<file path="config.mk">
export PLATFORM = sky130hd
export DESIGN_NAME = planar_dead_reckoning_integrator
export DESIGN_NICKNAME = d
export VERILOG_FILES = /design/src/sv/pdr_pkg.sv /design/src/sv/planar_dead_reckoning_integrator.sv /design/src/sv/pdr_cordic.sv /design/src/sv/pdr_mul.sv
export SDC_FILE = /design/constraint.sdc
export NUM_CORES = 2
export LEC_CHECK = 0
export CAP_MARGIN = 40
export CORE_UTILIZATION = 67
export DETAILED_ROUTE_END_ITERATION = 10
export DONT_BUFFER_PORTS = 1
export PLACE_DENSITY = 0.89
export SLEW_MARGIN = 10
export SYNTH_ARGS = -nofsm -noshare
export SYNTH_HDL_FRONTEND = slang
export SYNTH_HIERARCHICAL = 1
export SYNTH_SLANG_ARGS = --single-unit
</file>
<file path="constraint.sdc">
create_clock -name clk -period 13.7 [get_ports clk]
set_clock_uncertainty 0.05 [all_clocks]
set_input_delay 1.37 -clock clk [delete_from_list [all_inputs] [get_ports clk]]
set_output_delay 1.37 -clock clk [all_outputs]
set_load 0.005 [all_outputs]
</file>
<file path="src/sv/pdr_pkg.sv">
`timescale 1ns / 1ps
// ----------------------------------------------------------------------------
// pdr_pkg: shared types, widths and tables of the planar dead-reckoning block
// Holds the CORDIC arctangent table, the Q15 rounding helper, the sequencer
// state type and the control struct of the shared multiplier.
// ----------------------------------------------------------------------------
package pdr_pkg;

  // CORDIC length, capped by the size of the arctangent table
  localparam int TRIG_BITS    = 16;
  localparam int ATAN_DEPTH   = 24;
  localparam int CORDIC_ITERS = (TRIG_BITS < ATAN_DEPTH) ? TRIG_BITS : ATAN_DEPTH;
  localparam int ITER_W       = $clog2(CORDIC_ITERS + 1);
  localparam int ATAN_IDX_W   = $clog2(ATAN_DEPTH);

  // field widths
  localparam int ANGLE_W = 19;
  localparam int ALT_W   = 17;
  localparam int TIME_W  = 32;
  localparam int VEL_W   = 16;
  localparam int FST_W   = 4;
  localparam int POS_W   = 48;
  localparam int IN_TDATA_W  = 144;
  localparam int OUT_TDATA_W = 176;

  // CORDIC datapath
  localparam int WRAP_W = ANGLE_W + 1;
  localparam int CXY_W  = 34;
  localparam int CZ_W   = 32;
  localparam int TRIG_W = 16;
  localparam logic signed [CXY_W-1:0]  CORDIC_GAIN  = 34'sd652032874;
  localparam logic signed [WRAP_W-1:0] FULL_TURN    = 20'sd360000;
  localparam logic signed [WRAP_W-1:0] HALF_TURN    = 20'sd180000;
  localparam logic signed [WRAP_W-1:0] QUARTER_TURN = 20'sd90000;
  localparam logic signed [CXY_W-1:0]  Q15_HALF     = 34'sd16384;
  localparam logic signed [CXY_W-1:0]  Q15_MAX      = 34'sd32767;

  // shared multiplier and accumulator
  localparam int MUL_A_W = 33;
  localparam int MUL_B_W = 17;
  localparam int PROD_W  = MUL_A_W + MUL_B_W;
  localparam int ACC_W   = 66;
  localparam int HALF_SH = 16;
  localparam int DISP_W  = ACC_W - 15;
  localparam int SUM_W   = 52;
  localparam logic signed [ACC_W-1:0] DISP_HALF = 66'sd16384;
  localparam logic signed [POS_W-1:0] POS_MAX   = {1'b0, {(POS_W-1){1'b1}}};
  localparam logic signed [POS_W-1:0] POS_MIN   = {1'b1, {(POS_W-1){1'b0}}};

  localparam logic [TIME_W-1:0] MAX_STEP_RESET = 32'd1000000;

  // multiplier sequence steps
  localparam int STEP_W = 4;
  localparam logic [STEP_W-1:0] STEP_CVX  = 4'd0;
  localparam logic [STEP_W-1:0] STEP_SVY  = 4'd1;
  localparam logic [STEP_W-1:0] STEP_SVX  = 4'd2;
  localparam logic [STEP_W-1:0] STEP_CVY  = 4'd3;
  localparam logic [STEP_W-1:0] STEP_GXL  = 4'd4;
  localparam logic [STEP_W-1:0] STEP_GXH  = 4'd5;
  localparam logic [STEP_W-1:0] STEP_GYL  = 4'd6;
  localparam logic [STEP_W-1:0] STEP_GYH  = 4'd7;
  localparam logic [STEP_W-1:0] CAP_GX    = 4'd3;
  localparam logic [STEP_W-1:0] CAP_GY    = 4'd5;
  localparam logic [STEP_W-1:0] CAP_PX    = 4'd7;
  localparam logic [STEP_W-1:0] CAP_PY    = 4'd9;
  localparam logic [STEP_W-1:0] STEP_LAST = 4'd9;

  typedef enum logic [1:0] {
    ST_IDLE,
    ST_ROT,
    ST_MUL,
    ST_ACC
  } pdr_state_t;

  typedef struct packed {
    logic vld;  // product enters the accumulator
    logic clr;  // start a new sum
    logic neg;  // subtract the term
    logic hi;   // term weighted by 2^16
  } mul_ctl_t;

  // atan(2^-i) in millidegrees times 4096
  function automatic logic signed [CZ_W-1:0] atan_lut(input logic [ATAN_IDX_W-1:0] idx);
    logic signed [CZ_W-1:0] v;
    case (idx)
      5'd0:    v = 32'sd184320000;
      5'd1:    v = 32'sd108810450;
      5'd2:    v = 32'sd57492453;
      5'd3:    v = 32'sd29184067;
      5'd4:    v = 32'sd14648666;
      5'd5:    v = 32'sd7331474;
      5'd6:    v = 32'sd3666632;
      5'd7:    v = 32'sd1833428;
      5'd8:    v = 32'sd916728;
      5'd9:    v = 32'sd458366;
      5'd10:   v = 32'sd229183;
      5'd11:   v = 32'sd114592;
      5'd12:   v = 32'sd57296;
      5'd13:   v = 32'sd28648;
      5'd14:   v = 32'sd14324;
      5'd15:   v = 32'sd7162;
      5'd16:   v = 32'sd3581;
      5'd17:   v = 32'sd1790;
      5'd18:   v = 32'sd895;
      5'd19:   v = 32'sd448;
      5'd20:   v = 32'sd224;
      5'd21:   v = 32'sd112;
      5'd22:   v = 32'sd56;
      5'd23:   v = 32'sd28;
      default: v = '0;
    endcase
    return v;
  endfunction

  // Q30 -> Q15, round half up, clamp to +/-32767
  function automatic logic signed [TRIG_W-1:0] to_q15(input logic signed [CXY_W-1:0] v);
    logic signed [CXY_W-1:0] r;
    r = (v + Q15_HALF) >>> 15;
    if (r > Q15_MAX) begin
      r = Q15_MAX;
    end else if (r < -Q15_MAX) begin
      r = -Q15_MAX;
    end
    return TRIG_W'(r);
  endfunction

endpackage

</file>
<file path="src/sv/planar_dead_reckoning_integrator.sv">
`timescale 1ns / 1ps
// ----------------------------------------------------------------------------
// planar_dead_reckoning_integrator: X/Y dead reckoning from yaw and velocity
// Rotates body velocity by yaw, scales by the time step and accumulates a
// saturating global position in nanometres.
// ----------------------------------------------------------------------------
// One navigation sample is taken at a time. Once a transaction is accepted on
// the input, in_tready stays low until the result is written to the output
// register. The sample is accepted, then the iterative CORDIC runs (one
// micro-rotation per cycle, at the default length of 16), then the single
// shared 33x17 multiplier forms four products for the rotation and four for
// the time scaling and then drains, and finally the saturating accumulate
// runs. The output register lets the block take the next sample while the
// previous result still waits on out_tready; a finished result then holds
// in the accumulate step until the output register is free. The time step
// is the timestamp difference modulo 2^32, clamped to max_step_us; the first
// sample after reset moves nothing. max_step_us is written through
// cfg_we/cfg_wdata and resets to 1000000; the user must write it only while
// the block is idle, and the block itself does not enforce this.
// ----------------------------------------------------------------------------
module planar_dead_reckoning_integrator (
  input  logic                                 clk,
  input  logic                                 rst_n,
  // roll_mdeg[18:0], pitch_mdeg[37:19], yaw_mdeg[56:38], altitude_mm[73:57],
  // time_us[105:74], vel_x[121:106], vel_y[137:122], flight_state[141:138]
  input  logic [pdr_pkg::IN_TDATA_W-1:0]       in_tdata,
  input  logic                                 in_tvalid,
  output logic                                 in_tready,
  // pos_x_nm[47:0], pos_y_nm[95:48], height_mm[112:96], roll_out[131:113],
  // pitch_out[150:132], yaw_out[169:151], state_out[173:170], saturated[174]
  output logic [pdr_pkg::OUT_TDATA_W-1:0]      out_tdata,
  output logic                                 out_tvalid,
  input  logic                                 out_tready,
  input  logic                                 cfg_we,
  input  logic [pdr_pkg::TIME_W-1:0]           cfg_wdata
);

  pdr_pkg::pdr_state_t state_r, state_nxt;
  logic [pdr_pkg::STEP_W-1:0] step_r, step_nxt;

  // configuration and time tracking
  logic [pdr_pkg::TIME_W-1:0] max_step_r;
  logic [pdr_pkg::TIME_W-1:0] last_time_r;
  logic                       started_r;
  logic [pdr_pkg::TIME_W-1:0] diff_r;
  logic [pdr_pkg::TIME_W-1:0] dt_r;

  // sample held for the duration of the transaction
  logic [pdr_pkg::ANGLE_W-1:0]       roll_r, pitch_r, yaw_r;
  logic [pdr_pkg::ALT_W-1:0]         alt_r;
  logic [pdr_pkg::FST_W-1:0]         fst_r;
  logic signed [pdr_pkg::VEL_W-1:0]  vx_r, vy_r;

  // intermediate results
  logic signed [pdr_pkg::MUL_A_W-1:0] gx_r, gy_r;
  logic signed [pdr_pkg::ACC_W-1:0]   px_r, py_r;
  logic signed [pdr_pkg::POS_W-1:0]   pos_x_r, pos_y_r;

  logic [pdr_pkg::OUT_TDATA_W-1:0] out_data_r;
  logic                            out_valid_r;

  // control outputs of the sequencer
  logic accept, cor_start, out_load;
  logic cap_gx, cap_gy, cap_px, cap_py, dt_upd;
  pdr_pkg::mul_ctl_t                  mul_ctl;
  logic signed [pdr_pkg::MUL_A_W-1:0] mul_a;
  logic signed [pdr_pkg::MUL_B_W-1:0] mul_b;
  logic signed [pdr_pkg::ACC_W-1:0]   mul_acc;

  logic                              cor_done;
  logic signed [pdr_pkg::TRIG_W-1:0] cos_q15, sin_q15;

  // displacement and saturating sums
  logic signed [pdr_pkg::DISP_W-1:0] disp_x, disp_y;
  logic signed [pdr_pkg::SUM_W-1:0]  sum_x, sum_y;
  logic signed [pdr_pkg::POS_W-1:0]  new_x, new_y;
  logic                              sat_x, sat_y;

  pdr_cordic u_cordic (
    .clk     (clk),
    .rst_n   (rst_n),
    .start   (cor_start),
    .yaw     ($signed(in_tdata[56:38])),
    .done    (cor_done),
    .cos_q15 (cos_q15),
    .sin_q15 (sin_q15)
  );

  pdr_mul u_mul (
    .clk   (clk),
    .rst_n (rst_n),
    .ctl   (mul_ctl),
    .op_a  (mul_a),
    .op_b  (mul_b),
    .acc   (mul_acc)
  );

  // next state
  always_comb begin
    state_nxt = state_r;
    step_nxt  = step_r;
    case (state_r)
      pdr_pkg::ST_IDLE: begin
        if (in_tvalid) begin
          state_nxt = pdr_pkg::ST_ROT;
        end
      end
      pdr_pkg::ST_ROT: begin
        step_nxt = '0;
        if (cor_done) begin
          state_nxt = pdr_pkg::ST_MUL;
        end
      end
      pdr_pkg::ST_MUL: begin
        step_nxt = step_r + 1'b1;
        if (step_r == pdr_pkg::STEP_LAST) begin
          state_nxt = pdr_pkg::ST_ACC;
        end
      end
      pdr_pkg::ST_ACC: begin
        // hold until the output register is free
        if (!out_valid_r || out_tready) begin
          state_nxt = pdr_pkg::ST_IDLE;
        end
      end
      default: begin
        state_nxt = pdr_pkg::ST_IDLE;
      end
    endcase
  end

  // sequencer outputs
  always_comb begin
    in_tready = 1'b0;
    out_load  = 1'b0;
    dt_upd    = 1'b0;
    cap_gx    = 1'b0;
    cap_gy    = 1'b0;
    cap_px    = 1'b0;
    cap_py    = 1'b0;
    mul_ctl   = '0;
    mul_a     = '0;
    mul_b     = '0;
    case (state_r)
      pdr_pkg::ST_IDLE: begin
        in_tready = 1'b1;
      end
      pdr_pkg::ST_ROT: begin
        dt_upd = 1'b1;
      end
      pdr_pkg::ST_MUL: begin
        cap_gx = (step_r == pdr_pkg::CAP_GX);
        cap_gy = (step_r == pdr_pkg::CAP_GY);
        cap_px = (step_r == pdr_pkg::CAP_PX);
        cap_py = (step_r == pdr_pkg::CAP_PY);
        case (step_r)
          pdr_pkg::STEP_CVX: begin
            mul_ctl = '{vld: 1'b1, clr: 1'b1, neg: 1'b0, hi: 1'b0};
            mul_a   = pdr_pkg::MUL_A_W'(cos_q15);
            mul_b   = pdr_pkg::MUL_B_W'(vx_r);
          end
          pdr_pkg::STEP_SVY: begin
            mul_ctl = '{vld: 1'b1, clr: 1'b0, neg: 1'b1, hi: 1'b0};
            mul_a   = pdr_pkg::MUL_A_W'(sin_q15);
            mul_b   = pdr_pkg::MUL_B_W'(vy_r);
          end
          pdr_pkg::STEP_SVX: begin
            mul_ctl = '{vld: 1'b1, clr: 1'b1, neg: 1'b0, hi: 1'b0};
            mul_a   = pdr_pkg::MUL_A_W'(sin_q15);
            mul_b   = pdr_pkg::MUL_B_W'(vx_r);
          end
          pdr_pkg::STEP_CVY: begin
            mul_ctl = '{vld: 1'b1, clr: 1'b0, neg: 1'b0, hi: 1'b0};
            mul_a   = pdr_pkg::MUL_A_W'(cos_q15);
            mul_b   = pdr_pkg::MUL_B_W'(vy_r);
          end
          pdr_pkg::STEP_GXL: begin
            mul_ctl = '{vld: 1'b1, clr: 1'b1, neg: 1'b0, hi: 1'b0};
            mul_a   = gx_r;
            mul_b   = $signed({1'b0, dt_r[15:0]});
          end
          pdr_pkg::STEP_GXH: begin
            mul_ctl = '{vld: 1'b1, clr: 1'b0, neg: 1'b0, hi: 1'b1};
            mul_a   = gx_r;
            mul_b   = $signed({1'b0, dt_r[31:16]});
          end
          pdr_pkg::STEP_GYL: begin
            mul_ctl = '{vld: 1'b1, clr: 1'b1, neg: 1'b0, hi: 1'b0};
            mul_a   = gy_r;
            mul_b   = $signed({1'b0, dt_r[15:0]});
          end
          pdr_pkg::STEP_GYH: begin
            mul_ctl = '{vld: 1'b1, clr: 1'b0, neg: 1'b0, hi: 1'b1};
            mul_a   = gy_r;
            mul_b   = $signed({1'b0, dt_r[31:16]});
          end
          default: begin
            mul_ctl = '0;
          end
        endcase
      end
      pdr_pkg::ST_ACC: begin
        out_load = !out_valid_r || out_tready;
      end
      default: begin
        in_tready = 1'b0;
      end
    endcase
  end

  assign accept    = in_tvalid && in_tready;
  assign cor_start = accept;

  // round the scaled velocity to nanometres and add with saturation
  always_comb begin
    disp_x = pdr_pkg::DISP_W'((px_r + pdr_pkg::DISP_HALF) >>> 15);
    disp_y = pdr_pkg::DISP_W'((py_r + pdr_pkg::DISP_HALF) >>> 15);
    sum_x  = pdr_pkg::SUM_W'(pos_x_r) + pdr_pkg::SUM_W'(disp_x);
    sum_y  = pdr_pkg::SUM_W'(pos_y_r) + pdr_pkg::SUM_W'(disp_y);
    sat_x  = (sum_x > pdr_pkg::SUM_W'(pdr_pkg::POS_MAX)) ||
             (sum_x < pdr_pkg::SUM_W'(pdr_pkg::POS_MIN));
    sat_y  = (sum_y > pdr_pkg::SUM_W'(pdr_pkg::POS_MAX)) ||
             (sum_y < pdr_pkg::SUM_W'(pdr_pkg::POS_MIN));
    new_x  = sat_x ? (sum_x[pdr_pkg::SUM_W-1] ? pdr_pkg::POS_MIN : pdr_pkg::POS_MAX)
                   : pdr_pkg::POS_W'(sum_x);
    new_y  = sat_y ? (sum_y[pdr_pkg::SUM_W-1] ? pdr_pkg::POS_MIN : pdr_pkg::POS_MAX)
                   : pdr_pkg::POS_W'(sum_y);
  end

  // control state
  always_ff @(posedge clk) begin
    if (!rst_n) begin
      state_r     <= pdr_pkg::ST_IDLE;
      step_r      <= '0;
      max_step_r  <= pdr_pkg::MAX_STEP_RESET;
      last_time_r <= '0;
      started_r   <= 1'b0;
      pos_x_r     <= '0;
      pos_y_r     <= '0;
      out_valid_r <= 1'b0;
    end else begin
      state_r <= state_nxt;
      step_r  <= step_nxt;
      if (cfg_we) begin
        max_step_r <= cfg_wdata;
      end
      if (accept) begin
        last_time_r <= in_tdata[105:74];
        started_r   <= 1'b1;
      end
      if (out_load) begin
        pos_x_r     <= new_x;
        pos_y_r     <= new_y;
        out_valid_r <= 1'b1;
      end else if (out_tready) begin
        out_valid_r <= 1'b0;
      end
    end
  end

  // datapath registers
  always_ff @(posedge clk) begin
    if (accept) begin
      roll_r  <= in_tdata[18:0];
      pitch_r <= in_tdata[37:19];
      yaw_r   <= in_tdata[56:38];
      alt_r   <= in_tdata[73:57];
      vx_r    <= $signed(in_tdata[121:106]);
      vy_r    <= $signed(in_tdata[137:122]);
      fst_r   <= in_tdata[141:138];
      // first sample after reset moves nothing
      diff_r  <= started_r ? (in_tdata[105:74] - last_time_r) : '0;
    end
    if (dt_upd) begin
      dt_r <= (diff_r > max_step_r) ? max_step_r : diff_r;
    end
    if (cap_gx) begin
      gx_r <= pdr_pkg::MUL_A_W'(mul_acc);
    end
    if (cap_gy) begin
      gy_r <= pdr_pkg::MUL_A_W'(mul_acc);
    end
    if (cap_px) begin
      px_r <= mul_acc;
    end
    if (cap_py) begin
      py_r <= mul_acc;
    end
    if (out_load) begin
      out_data_r <= {1'b0, (sat_x || sat_y), fst_r, yaw_r, pitch_r, roll_r, alt_r,
                     new_y, new_x};
    end
  end

  assign out_tdata  = out_data_r;
  assign out_tvalid = out_valid_r;

  // a result appears only from the accumulate step
  a_out_from_acc: assert property (@(posedge clk) disable iff (!rst_n)
    $rose(out_valid_r) |-> $past(state_r == pdr_pkg::ST_ACC))
    else $error("output became valid outside the accumulate step");

  // the rotator only finishes while the sequencer waits for it
  a_done_in_rot: assert property (@(posedge clk) disable iff (!rst_n)
    cor_done |-> (state_r == pdr_pkg::ST_ROT))
    else $error("rotator finished outside the rotate step");

  // a saturated result leaves an accumulator pinned at a bound
  a_sat_bound: assert property (@(posedge clk) disable iff (!rst_n)
    (out_valid_r && out_data_r[174]) |->
      (pos_x_r == pdr_pkg::POS_MAX || pos_x_r == pdr_pkg::POS_MIN ||
       pos_y_r == pdr_pkg::POS_MAX || pos_y_r == pdr_pkg::POS_MIN))
    else $error("saturation flag without an accumulator at its bound");

  // the first sample after reset gets a zero time step
  a_first_dt: assert property (@(posedge clk) disable iff (!rst_n)
    $rose(started_r) |-> (diff_r == '0))
    else $error("first sample got a nonzero time step");

endmodule

</file>
<file path="src/sv/pdr_cordic.sv">
`timescale 1ns / 1ps
// ----------------------------------------------------------------------------
// pdr_cordic: iterative yaw-to-cosine/sine rotator
// Folds the angle into +/-90 degrees, runs one CORDIC iteration per cycle
// and rounds the result to Q1.15.
// ----------------------------------------------------------------------------
module pdr_cordic (
  input  logic                                clk,
  input  logic                                rst_n,
  input  logic                                start,
  input  logic signed [pdr_pkg::ANGLE_W-1:0]  yaw,
  output logic                                done,
  output logic signed [pdr_pkg::TRIG_W-1:0]   cos_q15,
  output logic signed [pdr_pkg::TRIG_W-1:0]   sin_q15
);

  logic                                busy_r, busy_nxt;
  logic                                done_r, done_nxt;
  logic [pdr_pkg::ITER_W-1:0]          cnt_r, cnt_nxt;
  logic signed [pdr_pkg::CXY_W-1:0]    x_r, x_nxt;
  logic signed [pdr_pkg::CXY_W-1:0]    y_r, y_nxt;
  logic signed [pdr_pkg::CZ_W-1:0]     z_r, z_nxt;
  logic                                neg_r, neg_nxt;
  logic signed [pdr_pkg::TRIG_W-1:0]   cos_r, cos_nxt;
  logic signed [pdr_pkg::TRIG_W-1:0]   sin_r, sin_nxt;

  logic signed [pdr_pkg::WRAP_W-1:0]   a0, a1, a2;
  logic                                fold;
  logic [pdr_pkg::ATAN_IDX_W-1:0]      idx;
  logic signed [pdr_pkg::CXY_W-1:0]    dx, dy;
  logic                                last;

  // wrap into one turn, then fold into the right half plane
  always_comb begin
    a0 = pdr_pkg::WRAP_W'(yaw);
    if (a0 >= pdr_pkg::HALF_TURN) begin
      a1 = a0 - pdr_pkg::FULL_TURN;
    end else if (a0 < -pdr_pkg::HALF_TURN) begin
      a1 = a0 + pdr_pkg::FULL_TURN;
    end else begin
      a1 = a0;
    end
    fold = 1'b1;
    if (a1 > pdr_pkg::QUARTER_TURN) begin
      a2 = a1 - pdr_pkg::HALF_TURN;
    end else if (a1 < -pdr_pkg::QUARTER_TURN) begin
      a2 = a1 + pdr_pkg::HALF_TURN;
    end else begin
      a2   = a1;
      fold = 1'b0;
    end
  end

  assign idx  = pdr_pkg::ATAN_IDX_W'(cnt_r);
  assign dx   = y_r >>> idx;
  assign dy   = x_r >>> idx;
  assign last = (cnt_r == pdr_pkg::ITER_W'(pdr_pkg::CORDIC_ITERS));

  always_comb begin
    busy_nxt = busy_r;
    done_nxt = 1'b0;
    cnt_nxt  = cnt_r;
    x_nxt    = x_r;
    y_nxt    = y_r;
    z_nxt    = z_r;
    neg_nxt  = neg_r;
    cos_nxt  = cos_r;
    sin_nxt  = sin_r;
    if (start) begin
      busy_nxt = 1'b1;
      cnt_nxt  = '0;
      x_nxt    = pdr_pkg::CORDIC_GAIN;
      y_nxt    = '0;
      z_nxt    = $signed({a2, 12'b0});
      neg_nxt  = fold;
    end else if (busy_r && last) begin
      // round and undo the fold
      busy_nxt = 1'b0;
      done_nxt = 1'b1;
      cos_nxt  = pdr_pkg::to_q15(neg_r ? -x_r : x_r);
      sin_nxt  = pdr_pkg::to_q15(neg_r ? -y_r : y_r);
    end else if (busy_r) begin
      cnt_nxt = cnt_r + 1'b1;
      if (!z_r[pdr_pkg::CZ_W-1]) begin
        x_nxt = x_r - dx;
        y_nxt = y_r + dy;
        z_nxt = z_r - pdr_pkg::atan_lut(idx);
      end else begin
        x_nxt = x_r + dx;
        y_nxt = y_r - dy;
        z_nxt = z_r + pdr_pkg::atan_lut(idx);
      end
    end
  end

  always_ff @(posedge clk) begin
    if (!rst_n) begin
      busy_r <= 1'b0;
      done_r <= 1'b0;
      cnt_r  <= '0;
    end else begin
      busy_r <= busy_nxt;
      done_r <= done_nxt;
      cnt_r  <= cnt_nxt;
    end
  end

  always_ff @(posedge clk) begin
    x_r   <= x_nxt;
    y_r   <= y_nxt;
    z_r   <= z_nxt;
    neg_r <= neg_nxt;
    cos_r <= cos_nxt;
    sin_r <= sin_nxt;
  end

  assign done    = done_r;
  assign cos_q15 = cos_r;
  assign sin_q15 = sin_r;

endmodule

</file>
<file path="src/sv/pdr_mul.sv">
`timescale 1ns / 1ps
// ----------------------------------------------------------------------------
// pdr_mul: shared multiply-accumulate unit
// One registered 33x17 signed multiply per cycle; the product is added to or
// subtracted from a 66-bit accumulator in the next cycle, optionally by 2^16.
// ----------------------------------------------------------------------------
module pdr_mul (
  input  logic                                clk,
  input  logic                                rst_n,
  input  pdr_pkg::mul_ctl_t                   ctl,
  input  logic signed [pdr_pkg::MUL_A_W-1:0]  op_a,
  input  logic signed [pdr_pkg::MUL_B_W-1:0]  op_b,
  output logic signed [pdr_pkg::ACC_W-1:0]    acc
);

  pdr_pkg::mul_ctl_t                 ctl_r;
  logic signed [pdr_pkg::PROD_W-1:0] prod_r;
  logic signed [pdr_pkg::ACC_W-1:0]  acc_r, acc_nxt;
  logic signed [pdr_pkg::ACC_W-1:0]  ext, term;

  always_comb begin
    ext  = pdr_pkg::ACC_W'(prod_r);
    term = ctl_r.hi ? (ext <<< pdr_pkg::HALF_SH) : ext;
    if (ctl_r.neg) begin
      term = -term;
    end
    acc_nxt = acc_r;
    if (ctl_r.vld) begin
      acc_nxt = ctl_r.clr ? term : acc_r + term;
    end
  end

  always_ff @(posedge clk) begin
    if (!rst_n) begin
      ctl_r <= '0;
    end else begin
      ctl_r <= ctl;
    end
  end

  always_ff @(posedge clk) begin
    prod_r <= op_a * op_b;
    acc_r  <= acc_nxt;
  end

  assign acc = acc_r;

endmodule
</file>
==> impl.org <==
** Logic synthesis
- Count of synthesis-stage warnings from yosys :: 6
- Sequential elements use 30.1% of the synthesized area.
- Syn Area/Cell :: 9.27 µm²
- Predominant post-synthesis flop cell :: sky130_fd_sc_hd__edfxtp_1
- Mapped cell area :: 85,900 µm²
- The synthesized design contains 638 enable-type register cells.
- Number of instances in the synthesized netlist :: 9,268
- Netlist cell types :: 126
- Syn nets :: 10,500
- Counting flops with an async set or reset pin after synthesis yields a share of 0%.
- In this run, synthesis produced a sequential element count of 975.

** STA
- Least-Margin Pin Slew :: 1.00 ns
- Achievable Freq :: 106 MHz
- Final hold slack :: 0.364 ns
- The final critical path takes up 69.0% of the cycle.
- For the final routed database, the setup TNS stands at 0 ns.
- The number of hold-slack violations in the final timing report was 0.
- The worst path needs 9.45 ns of the cycle, external delays included.
- The max-slew violation count is 0.
- Setup repair after global routing left no endpoint under its margin.
- Setup violations remaining at the end of the flow were counted as 0.
- Measured against its own limit, the worst slew margin works out to 33.0%.

** Clock tree
- Post-CTS Hold Buffers :: 0
- Count of cells resized by post-cts repair :: 0
- Clock network latency to the later pin of the worst-skew pair :: 0.77 ns
- Worst-path clk slew :: 0.06 ns
- Counting every sink on the clock net gives 975.
- Clock tree from TritonCTS :: done
- The H-tree was split into 3 levels.
- The longest clock path from root to sink contains 3 buffers.
- Setup fix buffers added after clock tree synthesis :: 0
- CTS buffer count :: 101
- Clock Root Buffer :: sky130_fd_sc_hd__clkbuf_16

** Worst setup path
- Nature of the critical path endpoint :: register
- Kind of critical path :: register to register
- The largest single stage delay on the critical path is 0.55 ns.
- Highest fanout seen on the critical path :: 30
- Counting both buffers and inverters, the worst setup path holds a total of 8.
- Kind of cell with the highest combined delay on the critical path :: adder cells
- Among the stages of the critical path, the cell type that occurs most often is sky130_fd_sc_hd__fa_1.
- STA classifies the critical path startpoint as a register.
- Critical Path RT :: 14.31 ns
- STA puts the critical path data arrival time at 10.07 ns.
- Among all stages on the critical path, the largest delay is contributed by sky130_fd_sc_hd__fa_1.

** Power
- Switching power summed over all nets :: 7.09 mW
- Overall power of the completed layout :: 15.8 mW
- Internal power comes to 8.69 mW.
- Of the total power, the clock network draws 18.1%.
- Of the total power, registers draw 27.9%.
- Total leakage power :: 37.9 nW
- Pwr/cell area :: 174 nW/µm²
- The share of total power dissipated in combinational logic is 54.0%.
- VDD IR max :: 0.215 mV
- Net switching is 44.9% of the power.

** GRT
- Global route overflow :: 0
- Maximum number of pins on one net before global-route repair :: 142
- For this run, the total global-route usage over all layers was measured as 37.6%.
- Vias in the first global route :: 71,200
- The first global-routing pass estimated 387,000 µm of wire.
- Number of antenna violations at the first check in global routing :: 6

** Flow run
- Maxcap violations :: 0

** Layout
- Fraction of layout instances using a drive strength above 1 :: 7.71%
- Leaving out fill and tap cells, the most frequent cells in the layout are sky130_fd_sc_hd__nand2_1 (997), sky130_fd_sc_hd__inv_1 (790), sky130_fd_sc_hd__edfxtp_1 (638).
- Nets@finish :: 10,200
- Compared with the post-synthesis result, the final layout area differs by 5.74%.
- Leading cell type in the layout, fill and taps excluded :: sky130_fd_sc_hd__nand2_1
- Post-route core utilization :: 71.4%

** Die
- Die area :: 130,000 µm²
- Initial core utilization :: 67.5%
- Site row count :: 131
- The floorplan step set the die width to 360 µm.
- 359 I/O pins were placed.
- Die height :: 360 µm
- The floorplan step defined a core boundary enclosing 127,000 µm².

** Detailed routing
- In the routed design, unresolved DRC markers number 1.
- First DRT Iteration DRCs :: 7,518
- Number of detailed-route iterations in the first pass :: 11
- Using the TritonRoute via totals, the vias-per-cell ratio works out to 6.66.
- Routed vias :: 71,800
- Dividing the detail-routed wire length by the instance count gives 23.1 µm.
- Total detailed-routing wirelength :: 249,000 µm
- The count of nets left with antenna violations once routing finished came out at 0.

** Place
- Weighted congestion at the end of routability-driven global placement :: 1.00
- Once detailed placement completed, the half-perimeter wirelength came to 183,000 µm.
- Count of input and output buffers :: 0

** Status
- The run finished, with violations left.
- The checks that failed: design-rule violations.

** Worst hold path
- Class of the tightest hold or removal check :: register to register
==> power by group through the flow <==
| stage | Combinational (mW) | Sequential, mW | Clock (mW) |
|---|---|---|---|
| 4_1_cts | 8.30 | 4.36 | 2.89 |
| 5_1_grt | 9.26 | 4.42 | 2.99 |
| 6_report | 8.53 | 4.40 | 2.86 |
| 2_1_floorplan | 6.38 | 4.17 | 0 |
| 3_5_place_dp | 8.23 | 4.41 | 0 |
| 3_3_place_gp | 7.90 | 4.39 | 0 |
==> cell type report <==
cell class	count	area, µm²
Timing Repair Buffer	149	1310
Clock inverter	69	763
Tap cell	1662	2080
Antenna cell	5	12.5
Fill cell	8983	36500
Clock buffer	121	2680
Sequential cell	975	25900
Inverter	797	3010
Multi-Input combinational cell	7007	55100
==> path summary, 6_finish.rpt <==
kind / cells after the start / from / slack (ns) / end
setup / recovery: 31 / step_r[0]$_SDFFE_PN0P_ / 4.25 / u_mul/prod_r[46]$_DFF_P_
setup reg to reg: 31 / step_r[0]$_SDFFE_PN0P_ / 4.25 / u_mul/prod_r[46]$_DFF_P_
hold / removal: 0 / yaw_r[0]$_DFFE_PP_ / 0.36 / out_tdata[151]$_DFFE_PP_
hold reg to reg: 0 / yaw_r[0]$_DFFE_PP_ / 0.36 / out_tdata[151]$_DFFE_PP_
==> cells by family after synthesis <==
| family | count (synthesis) | share of synthesized area [%] |
|---|---|---|
| adder cells (fa/ha/maj) | 1033 | 19.8 |
| AND/OR/NAND/NOR | 2850 | 16.4 |
| XOR/XNOR | 628 | 6.41 |
| multiplexers | 284 | 4.52 |
| AO/OA/AOI/OAI | 2211 | 16.9 |
| other | 1 | 0.00436 |
| flip-flops | 975 | 30.1 |
| buffers and inverters | 1286 | 5.94 |
==> metal layers <==
metal  vias up  global-route usage, %  wire, µm
met5         -                      0        31
met2      4202                   62.3    119000
met3       918                   7.48     24600
met4         4                   19.0     13500
met1     34600                   46.6     92000
li1      32100                      -         -
==> Yosys cell counts (118+ instances only) <==
master	n	area share (%)
sky130_fd_sc_hd__ha_1	488	7.1
sky130_fd_sc_hd__nor2_1	558	2.4
sky130_fd_sc_hd__fa_1	543	13
sky130_fd_sc_hd__nand3_1	162	0.94
sky130_fd_sc_hd__a21o_1	189	1.7
sky130_fd_sc_hd__inv_1	791	3.5
sky130_fd_sc_hd__clkbuf_1	377	1.6
sky130_fd_sc_hd__xnor2_1	350	3.6
sky130_fd_sc_hd__mux2i_1	118	1.4
sky130_fd_sc_hd__and2_1	299	2.2
sky130_fd_sc_hd__a21oi_1	625	3.6
sky130_fd_sc_hd__o21ai_0	424	2.5
sky130_fd_sc_hd__edfxtp_1	638	22
sky130_fd_sc_hd__nor3_1	157	0.91
sky130_fd_sc_hd__dfxtp_1	337	7.9
sky130_fd_sc_hd__xor2_1	277	2.8
sky130_fd_sc_hd__nand2_1	999	4.4
==> registers in the layout, summed over array words and instances (netlist names), 17 cells and up, named ones only <==
register and cells:
u_mul/prod_r 50, pos_y_r 48, gy_r 33, alt_r 17, pitch_r 19, last_time_r 32, u_cordic/x_r 34, max_step_r 32
diff_r 32, gx_r 33, out_tdata 175, u_cordic/y_r 34, py_r 52, dt_r 32, u_cordic/z_r 32, u_mul/acc 66
yaw_r 19, pos_x_r 48, roll_r 19, px_r 52
==> metrics by stage <==
stage | area, µm² | setup WS, ns | cells
detailed placement | 87300 | 4.27 | 10600
finish | 90900 | 4.25 | 10800
global placement | 87000 | 4.38 | 10600
CTS | 90800 | 4.21 | 10800
floorplan | 85900 | 5.43 | 9268
global route | 90900 | 3.93 | 10800
Note: power is estimated with default switching activity, not from simulation.
